==> src/rtl/nlpib_pkg.sv <==
// Shared types, codes and helper functions of the nested-level parent-index builder.
// Depends on nothing; nlpib_cfg and the top level import it.
package nlpib_pkg;

    // Level kinds as coded in the kinds register, two bits per level.
    typedef enum logic [1:0] {
        KIND_REQUIRED = 2'd0,
        KIND_OPTIONAL = 2'd1,
        KIND_REPEATED = 2'd2
    } t_kind;

    // Input command codes.
    localparam logic FUNC_ADD   = 1'b0;
    localparam logic FUNC_CLEAR = 1'b1;

    // Register select, taken from byte address bit 2.
    localparam logic REG_LEVEL_COUNT = 1'b0;
    localparam logic REG_LEVEL_KINDS = 1'b1;

    typedef enum logic [1:0] {
        ST_IDLE,
        ST_WALK,
        ST_FLUSH
    } t_state;

    typedef struct packed {
        logic       func;
        logic [2:0] def_lvl;
        logic [2:0] rep_lvl;
    } t_in;

    typedef struct packed {
        logic [2:0]  level;
        logic [31:0] parent_index;
        logic        last;
    } t_out;

    // Configuration as seen by the level walker.
    typedef struct packed {
        logic [3:0]  last_lvl;
        logic [15:0] kinds;
        logic [3:0]  max_def;
        logic [3:0]  max_rep;
    } t_cfg;

    // Kind of one level. Level 0 is always repeated, code three reads as repeated
    // and levels past the kinds register read as required.
    function automatic t_kind kind_of(input logic [15:0] kinds, input logic [3:0] lvl);
        t_kind k;
        if (lvl == 4'd0) begin
            k = KIND_REPEATED;
        end else if (lvl[3]) begin
            k = KIND_REQUIRED;
        end else begin
            unique case (kinds[{lvl[2:0], 1'b0} +: 2])
                KIND_REQUIRED: k = KIND_REQUIRED;
                KIND_OPTIONAL: k = KIND_OPTIONAL;
                default:       k = KIND_REPEATED;
            endcase
        end
        return k;
    endfunction

endpackage

==> src/rtl/nlpib_ram.sv <==
// Generic single-write, single-read synchronous RAM with a registered read.
// No dependencies.
module nlpib_ram #(
    parameter int WIDTH = 64,
    parameter int DEPTH = 8
) (
    input  logic                                     i_clk,
    input  logic                                     i_we,
    input  logic [((DEPTH > 1) ? $clog2(DEPTH) : 1)-1:0] i_waddr,
    input  logic [WIDTH-1:0]                         i_wdata,
    input  logic [((DEPTH > 1) ? $clog2(DEPTH) : 1)-1:0] i_raddr,
    output logic [WIDTH-1:0]                         o_rdata
);

    logic [WIDTH-1:0] r_mem [DEPTH];
    logic [WIDTH-1:0] r_rdata;

    always_ff @(posedge i_clk) begin
        if (i_we) begin
            r_mem[i_waddr] <= i_wdata;
        end
        r_rdata <= r_mem[i_raddr];
    end

    assign o_rdata = r_rdata;

endmodule

==> src/rtl/nlpib_cfg.sv <==
// Configuration registers of the parent-index builder behind an APB-style port,
// plus the derived level limits. Depends on nlpib_pkg.
module nlpib_cfg
    import nlpib_pkg::*;
#(
    parameter int MAX_LEVELS = 8
) (
    input  logic        i_clk,
    input  logic        i_rst_n,
    input  logic        psel,
    input  logic        penable,
    input  logic        pwrite,
    input  logic [2:0]  paddr,
    input  logic [31:0] pwdata,
    output logic [31:0] prdata,
    output logic        pready,
    output t_cfg        o_cfg
);

    logic [3:0]  r_level_count;
    logic [15:0] r_level_kinds;
    logic        wr_en;
    logic [4:0]  used;
    logic [4:0]  non_req_total;
    logic [4:0]  rep_total;
    t_kind       k;

    assign pready = 1'b1;
    assign wr_en  = psel && penable && pwrite;

    always_ff @(posedge i_clk) begin
        if (!i_rst_n) begin
            r_level_count <= 4'd1;
            r_level_kinds <= 16'd2;
        end else if (wr_en) begin
            unique case (paddr[2])
                REG_LEVEL_COUNT: r_level_count <= pwdata[3:0];
                REG_LEVEL_KINDS: r_level_kinds <= pwdata[15:0];
                default:         r_level_count <= r_level_count;
            endcase
        end
    end

    always_comb begin
        unique case (paddr[2])
            REG_LEVEL_COUNT: prdata = {28'd0, r_level_count};
            REG_LEVEL_KINDS: prdata = {16'd0, r_level_kinds};
            default:         prdata = 32'd0;
        endcase
    end

    // Number of levels in use: zero means one, and the count saturates at the
    // number of levels the block was built for.
    always_comb begin
        if (r_level_count == 4'd0) begin
            used = 5'd1;
        end else if ({1'b0, r_level_count} > 5'(MAX_LEVELS)) begin
            used = 5'(MAX_LEVELS);
        end else begin
            used = {1'b0, r_level_count};
        end
    end

    // Level 0 is repeated, so both totals are at least one.
    always_comb begin
        non_req_total = 5'd0;
        rep_total     = 5'd0;
        k             = KIND_REQUIRED;
        for (int i = 0; i < MAX_LEVELS; i++) begin
            if (5'(i) < used) begin
                k = kind_of(r_level_kinds, 4'(i));
                if (k != KIND_REQUIRED) begin
                    non_req_total = non_req_total + 5'd1;
                end
                if (k == KIND_REPEATED) begin
                    rep_total = rep_total + 5'd1;
                end
            end
        end
    end

    assign o_cfg.last_lvl = 4'(used - 5'd1);
    assign o_cfg.kinds    = r_level_kinds;
    assign o_cfg.max_def  = 4'(non_req_total - 5'd1);
    assign o_cfg.max_rep  = 4'(rep_total - 5'd1);

endmodule

==> src/rtl/nested_level_parent_index_builder.sv <==
// Top level of the nested-level parent-index builder: level walker, state RAM
// and output register. Depends on nlpib_pkg, nlpib_cfg and nlpib_ram.
//
//   Channel   Direction  Handshake                 Payload
//   input     in         i_in_valid / o_in_stall   i_in_data  (t_in)
//   output    out        o_out_valid / i_out_stall o_out_data (t_out)
//   config    in         psel/penable/pwrite       paddr, pwdata, prdata
//
// A clear transaction clears the per-level valid bits. An add transaction is accepted
// in the idle state, then the walker steps level by level (at most the configured count
// of 1 to MAX_LEVELS; a null value ends the walk early) through the per-level state RAM,
// reading each level and writing it back when it yields a result, and the flush state
// releases the final result when the value produced any.
// Output stalls lengthen the walk only when a new result finds the held one waiting
// on a full output register; the final result likewise waits for room at the output.
// Reset clears the state machine, the output register and the per-level valid bits;
// a level whose valid bit is low reads as an empty list, so no clearing pass runs.
module nested_level_parent_index_builder
    import nlpib_pkg::*;
#(
    parameter int MAX_LEVELS  = 8,
    parameter int INDEX_WIDTH = 32
) (
    input  logic        i_clk,
    input  logic        i_rst_n,
    input  logic        i_in_valid,
    output logic        o_in_stall,
    input  t_in         i_in_data,
    output logic        o_out_valid,
    input  logic        i_out_stall,
    output t_out        o_out_data,
    input  logic        psel,
    input  logic        penable,
    input  logic        pwrite,
    input  logic [2:0]  paddr,
    input  logic [31:0] pwdata,
    output logic [31:0] prdata,
    output logic        pready
);

    localparam int LVL_W   = (MAX_LEVELS > 1) ? $clog2(MAX_LEVELS) : 1;
    localparam int ENTRY_W = 2 * INDEX_WIDTH;
    localparam logic [INDEX_WIDTH-1:0] INDEX_MAX = '1;

    t_cfg cfg;

    nlpib_cfg #(
        .MAX_LEVELS(MAX_LEVELS)
    ) u_cfg (
        .i_clk   (i_clk),
        .i_rst_n (i_rst_n),
        .psel    (psel),
        .penable (penable),
        .pwrite  (pwrite),
        .paddr   (paddr),
        .pwdata  (pwdata),
        .prdata  (prdata),
        .pready  (pready),
        .o_cfg   (cfg)
    );

    // Walker state.
    t_state                  r_state, n_state;
    logic [LVL_W-1:0]        r_lvl, n_lvl;
    logic [LVL_W-1:0]        r_last_lvl, n_last_lvl;
    logic [4:0]              r_non_req, n_non_req;
    logic [2:0]              r_rl, n_rl;
    logic [2:0]              r_dl, n_dl;
    logic [INDEX_WIDTH-1:0]  r_prev_cnt, n_prev_cnt;
    logic [MAX_LEVELS-1:0]   r_vld, n_vld;
    t_out                    r_pend, n_pend;
    logic                    r_pend_vld, n_pend_vld;
    t_out                    r_out, n_out;
    logic                    r_out_vld, n_out_vld;

    // State RAM: each entry holds {entry count, last entry} of one level.
    logic                    ram_we;
    logic [LVL_W-1:0]        ram_raddr;
    logic [ENTRY_W-1:0]      ram_wdata;
    logic [ENTRY_W-1:0]      ram_rdata;

    nlpib_ram #(
        .WIDTH(ENTRY_W),
        .DEPTH(MAX_LEVELS)
    ) u_state_ram (
        .i_clk   (i_clk),
        .i_we    (ram_we),
        .i_waddr (r_lvl),
        .i_wdata (ram_wdata),
        .i_raddr (ram_raddr),
        .o_rdata (ram_rdata)
    );

    // One walk step on the level in r_lvl, whose RAM data arrives this cycle.
    t_kind                   kind;
    logic [4:0]              nr;
    logic                    brk;
    logic                    skip;
    logic [INDEX_WIDTH-1:0]  cur_cnt;
    logic [INDEX_WIDTH-1:0]  cur_last;
    logic [INDEX_WIDTH-1:0]  idx;
    logic [INDEX_WIDTH-1:0]  new_cnt;
    logic                    append;
    logic                    emit;
    logic                    at_last;
    logic                    out_free;
    logic                    hold;
    logic                    push;
    logic                    push_last;

    always_comb begin
        kind     = kind_of(cfg.kinds, 4'(r_lvl));
        nr       = r_non_req + ((kind != KIND_REQUIRED) ? 5'd1 : 5'd0);
        // A null value stops the walk once the non-required levels pass its definition level.
        brk      = (cfg.max_def != 4'd0) && ({1'b0, r_dl} < cfg.max_def)
                   && (nr > ({2'b00, r_dl} + 5'd1));
        // Levels are skipped until the repetition level is used up.
        skip     = !brk && (cfg.max_rep != 4'd0) && (r_rl != 3'd0);
        cur_cnt  = r_vld[r_lvl] ? ram_rdata[ENTRY_W-1:INDEX_WIDTH] : '0;
        cur_last = r_vld[r_lvl] ? ram_rdata[INDEX_WIDTH-1:0] : '0;
        if ((r_lvl == '0) || (r_prev_cnt == '0)) begin
            idx = '0;
        end else begin
            idx = r_prev_cnt - INDEX_WIDTH'(1);
        end
        // An optional level does not repeat an index that is already its last entry.
        append   = !((kind == KIND_OPTIONAL) && (cur_cnt != '0) && (cur_last == idx));
        emit     = !brk && !skip && append;
        new_cnt  = (cur_cnt == INDEX_MAX) ? cur_cnt : cur_cnt + INDEX_WIDTH'(1);
        at_last  = (r_lvl == r_last_lvl);
        out_free = !r_out_vld || !i_out_stall;
        // A new result pushes the held one out, which needs room at the output.
        hold     = emit && r_pend_vld && !out_free;
    end

    always_comb begin
        n_state    = r_state;
        n_lvl      = r_lvl;
        n_last_lvl = r_last_lvl;
        n_non_req  = r_non_req;
        n_rl       = r_rl;
        n_dl       = r_dl;
        n_prev_cnt = r_prev_cnt;
        n_vld      = r_vld;
        n_pend     = r_pend;
        n_pend_vld = r_pend_vld;
        ram_we     = 1'b0;
        ram_raddr  = '0;
        ram_wdata  = {new_cnt, idx};
        push       = 1'b0;
        push_last  = 1'b0;

        unique case (r_state)
            ST_IDLE: begin
                // The read of level 0 goes out now so that its data meets the first step.
                ram_raddr = '0;
                if (i_in_valid) begin
                    if (i_in_data.func == FUNC_CLEAR) begin
                        n_vld = '0;
                    end else begin
                        n_lvl      = '0;
                        n_last_lvl = LVL_W'(cfg.last_lvl);
                        n_non_req  = 5'd0;
                        n_rl       = i_in_data.rep_lvl;
                        n_dl       = i_in_data.def_lvl;
                        n_state    = ST_WALK;
                    end
                end
            end
            ST_WALK: begin
                if (hold) begin
                    ram_raddr = r_lvl;
                end else begin
                    ram_raddr  = at_last ? r_lvl : r_lvl + LVL_W'(1);
                    n_lvl      = at_last ? r_lvl : r_lvl + LVL_W'(1);
                    n_non_req  = nr;
                    n_prev_cnt = emit ? new_cnt : cur_cnt;
                    if (skip && (kind == KIND_REPEATED)) begin
                        n_rl = r_rl - 3'd1;
                    end
                    if (emit) begin
                        ram_we       = 1'b1;
                        n_vld[r_lvl] = 1'b1;
                        push         = r_pend_vld;
                        n_pend.level        = 3'(r_lvl);
                        n_pend.parent_index = 32'(idx);
                        n_pend.last         = 1'b0;
                        n_pend_vld          = 1'b1;
                    end
                    if (brk || at_last) begin
                        n_state = (emit || r_pend_vld) ? ST_FLUSH : ST_IDLE;
                    end
                end
            end
            ST_FLUSH: begin
                // The held result is the final one of this value.
                if (out_free) begin
                    push       = 1'b1;
                    push_last  = 1'b1;
                    n_pend_vld = 1'b0;
                    n_state    = ST_IDLE;
                end
            end
            default: begin
                n_state = ST_IDLE;
            end
        endcase
    end

    always_comb begin
        n_out      = r_out;
        n_out_vld  = r_out_vld;
        if (push) begin
            n_out.level        = r_pend.level;
            n_out.parent_index = r_pend.parent_index;
            n_out.last         = push_last;
            n_out_vld          = 1'b1;
        end else if (!i_out_stall) begin
            n_out_vld = 1'b0;
        end
    end

    always_ff @(posedge i_clk) begin
        if (!i_rst_n) begin
            r_state    <= ST_IDLE;
            r_vld      <= '0;
            r_pend_vld <= 1'b0;
            r_out_vld  <= 1'b0;
        end else begin
            r_state    <= n_state;
            r_vld      <= n_vld;
            r_pend_vld <= n_pend_vld;
            r_out_vld  <= n_out_vld;
        end
    end

    always_ff @(posedge i_clk) begin
        r_lvl      <= n_lvl;
        r_last_lvl <= n_last_lvl;
        r_non_req  <= n_non_req;
        r_rl       <= n_rl;
        r_dl       <= n_dl;
        r_prev_cnt <= n_prev_cnt;
        r_pend     <= n_pend;
        r_out      <= n_out;
    end

    assign o_in_stall  = (r_state != ST_IDLE);
    assign o_out_valid = r_out_vld;
    assign o_out_data  = r_out;

endmodule
==> config.mk <==
export PLATFORM = sky130hd
export DESIGN_NAME = nested_level_parent_index_builder
export DESIGN_NICKNAME = d
export VERILOG_FILES = /design/src/rtl/nlpib_pkg.sv /design/src/rtl/nlpib_ram.sv /design/src/rtl/nlpib_cfg.sv /design/src/rtl/nested_level_parent_index_builder.sv
export SDC_FILE = /design/constraint.sdc
export NUM_CORES = 1
export LEC_CHECK = 0
export ABC_AREA = 1
export BUFFER_PORTS_ARGS = -buffer_cell sky130_fd_sc_hd__buf_4
export CAP_MARGIN = 0
export CORE_MARGIN = 2
export CORE_UTILIZATION = 35
export DETAILED_ROUTE_END_ITERATION = 10
export SYNTH_ARGS = -nofsm -noshare
export SYNTH_HDL_FRONTEND = slang
export SYNTH_SLANG_ARGS = --single-unit
export TNS_END_PERCENT = 1
==> constraint.sdc <==
create_clock -name i_clk -period 18.2 [get_ports i_clk]
set_clock_uncertainty 0.2 [all_clocks]
set_input_delay 1.82 -clock i_clk [delete_from_list [all_inputs] [get_ports i_clk]]
set_output_delay 1.82 -clock i_clk [all_outputs]
set_load 0.02 [all_outputs]
==> results.sh <==
export IMPL_outcome="completed"
export IMPL_switchingPower_uw=2200
export IMPL_final_cell_mix="nand2_1 (922), inv_1 (755), edfxtp_1 (632)"
export IMPL_yosys_warnings=0
export IMPL_drt_pass1_iterations=5
export IMPL_port_buffers=84
export IMPL_postCtsHoldBufs=0
export IMPL_final_common_cell="nand2_1"
export IMPL_drive_gt1_frac=0.0756
export IMPL_final_antenna_net_count=0
export IMPL_htree_levels=3
export IMPL_finalSetupTns_ns=0
export IMPL_worstMarginPinSlew_ns=1.24
export IMPL_min_path_type="reg2reg"
export IMPL_cpMostUsedCell="nand2_1"
export IMPL_finalSetupViolCount=0
export IMPL_period_minus_slack_ns=10.27
export IMPL_grt_pass1_wl_mm=133
export IMPL_p_clk_frac=0.270
export IMPL_rows=115
export IMPL_syn_instance_count=3771
export IMPL_period_share=0.564
export IMPL_arrival_ns=10.33
export IMPL_crit_type="reg2reg"
export IMPL_pwr_share_seq=0.402
export IMPL_p_int_uw=3600
export IMPL_worstSkewPairLatency_ns=0.64
export IMPL_synthDistinctLibCells=46
export IMPL_root_buffer="clkbuf_16"
export IMPL_drv_cap=0
export IMPL_ios=120
export IMPL_syn_to_final_growth_pct=12.2
export IMPL_cts_buffer_depth=3
export IMPL_slew_headroom=0.174
export IMPL_initial_utilization=0.354
export IMPL_clkSinkCount=728
export IMPL_vias_per_cell=4.84
export IMPL_final_max_slew_viol_count=0
export IMPL_n_antenna_cell=0
export IMPL_power_density_nw_per_um2=149
export IMPL_nets=3872
export IMPL_dieArea_um2=102000
export IMPL_cp_required_ns=18.26
export IMPL_grt_max_degree=161
export IMPL_cts_tree="done"
export IMPL_grt_pass1_vias=23900
export IMPL_dp_hpwl_mm=48.3
export IMPL_avgSynthCellArea_um2=9.23
export IMPL_worstSetupStartpointType="flip-flop"
export IMPL_remaining_drc_errors=0
export IMPL_clkTransAtPathRegs_ns=0.06
export IMPL_rsz0062_at_grt="no"
export IMPL_globalRoute_totalOverflow=0
export IMPL_dr_first_iter_drc_count=2057
export IMPL_die_h_um=319
export IMPL_cts_made_buffers=76
export IMPL_grtUsageTotal=0.166
export IMPL_antenna_found_initial=0
export IMPL_vias=24900
export IMPL_ctsResizeCount=0
export IMPL_cp_max_fo=42
export IMPL_gp_congestion=0.918
export IMPL_syn_cell_area_um2=34800
export IMPL_p_leak_uw=0.0170
export IMPL_hold_violations=0
export IMPL_worstSetupEndpointType="flip-flop"
export IMPL_routed_wl_mm=84.9
export IMPL_utilization=0.397
export IMPL_die_w_um=319
export IMPL_cp_slowest_cell="nor2_4"
export IMPL_core_um2=98400
export IMPL_post_cts_repair_setup_buffers=0
export IMPL_slowest_delay_ns=0.85
export IMPL_p_comb_frac=0.328
export IMPL_p_sw_frac=0.379
export IMPL_wl_per_cell_um=16.5
export IMPL_synth_seq_cells=728
export IMPL_fmax_mhz=97.4
export IMPL_ys_seq_area_frac=0.600
export IMPL_max_vdd_ir_drop_mv=0.159
-- sequential cells by signal (all words and copies together), names as in the netlist --
register,count
r_prev_cnt,32
r_non_req,5
r_vld,8
u_cfg.r_level_count,4
r_pend_vld,1
r_pend,35
o_out_valid,1
u_state_ram.r_mem,512
r_dl,3
r_last_lvl,3
u_cfg.r_level_kinds,16
u_state_ram.o_rdata,64
r_lvl,3
r_state,2
o_out_data,36
r_rl,3
-- worst max-delay path, delay by kind of cell, from the launching register on --
family	cells	cell delay (ns)
buffers and inverters	12	2.23
adder cells (fa/ha/maj)	9	2.37
AND/OR/NAND/NOR	25	4.05
flip-flops	1	0.40
AO/OA/AOI/OAI	2	0.57
-- cell usage after synthesis (all sizes together) --
cell type  count  area, µm²
xnor2         18        158
buf          133        727
mux2i          1       10.0
o41ai          4       35.0
a211oi         2       15.0
ha            37        463
edfxtp       632      19000
a22oi          4       30.0
xor2          53        464
nor2         191        727
o21ai         88        440
a31oi          1       6.26
a21boi         1       7.51
nand4        283       1780
clkbuf        66        253
dfxtp         96       1920
nor4           8       50.1
o22ai          4       25.0
conb           2       7.51
nand3        358       1810
or2           12       75.1
a21oi         39        210
nand3b         3       22.5
and3           1       6.26
nor3b          1       7.51
nor3          30        160
inv          767       2880
nand2        933       3530
clkinv         2       7.51
o31ai          1       7.51
-- power groups by stage --
stage                     clock network (µW)  registers (µW)  logic [µW]
after CTS                               1600            2330        1910
after global placement                     0            2360        1880
final                                   1570            2330        1900
after detailed placement                   0            2370        1900
after floorplan                            0            2350        1330
after global routing                    1660            2360        2130
-- layout make-up --
cell class              count  area [µm²]
clock buffers             105        2150
clock inverters            35         362
fillers                  9618       59400
inverters                 769        2890
multi-input cells        2090       10200
flip-flops and latches    728       20900
well taps                1287        1610
repair buffers            121         921
-- metrics by stage --
stage / setup slack (ns) / total power (µW) / hold WS, ns / area (µm²) / std cells
floorplan: 3.14 / 3680 / 0.200 / 34900 / 3786
global placement: 7.99 / 4240 / 0.201 / 36600 / 4995
detailed placement: 7.78 / 4270 / 0.205 / 36600 / 4995
CTS: 7.79 / 5840 / 0.214 / 39100 / 5135
global route: 7.11 / 6150 / 0.225 / 39100 / 5135
finish: 7.93 / 5800 / 0.213 / 39100 / 5135
-- kinds of logic after synthesis --
| logic type | Yosys count | share of synthesized area |
|---|---|---|
| simple gates | 1820 | 0.235 |
| flops | 728 | 0.600 |
| compound gates | 144 | 0.0223 |
| fa+ha+maj | 37 | 0.0133 |
| other cells | 2 | 0.000216 |
| buf+inv | 968 | 0.111 |
| mux | 1 | 0.000288 |
| xor+xnor | 71 | 0.0179 |
-- final timing paths --
path | from | to | slack (ns) | cells after the start
worst max-delay path | u_cfg.r_level_count[3] | u_state_ram.r_mem[3][18] | 7.93 | 48
worst min-delay path | r_pend[4] | o_out_data[4] | 0.21 | 0
worst max register to register | u_cfg.r_level_count[3] | u_state_ram.r_mem[3][18] | 7.93 | 48
worst min register to register | r_pend[4] | o_out_data[4] | 0.21 | 0
-- layer usage --
layer | vias to the layer above | track usage | share of wire
li1 | 12300 | - | -
met1 | 11800 | 0.212 | 0.44
met2 | 624 | 0.289 | 0.49
met3 | 152 | 0.0206 | 0.048
met4 | 0 | 0.0550 | 0.025
met5 | - | 0 | 0
Note: power is estimated with default switching activity, not from simulation.
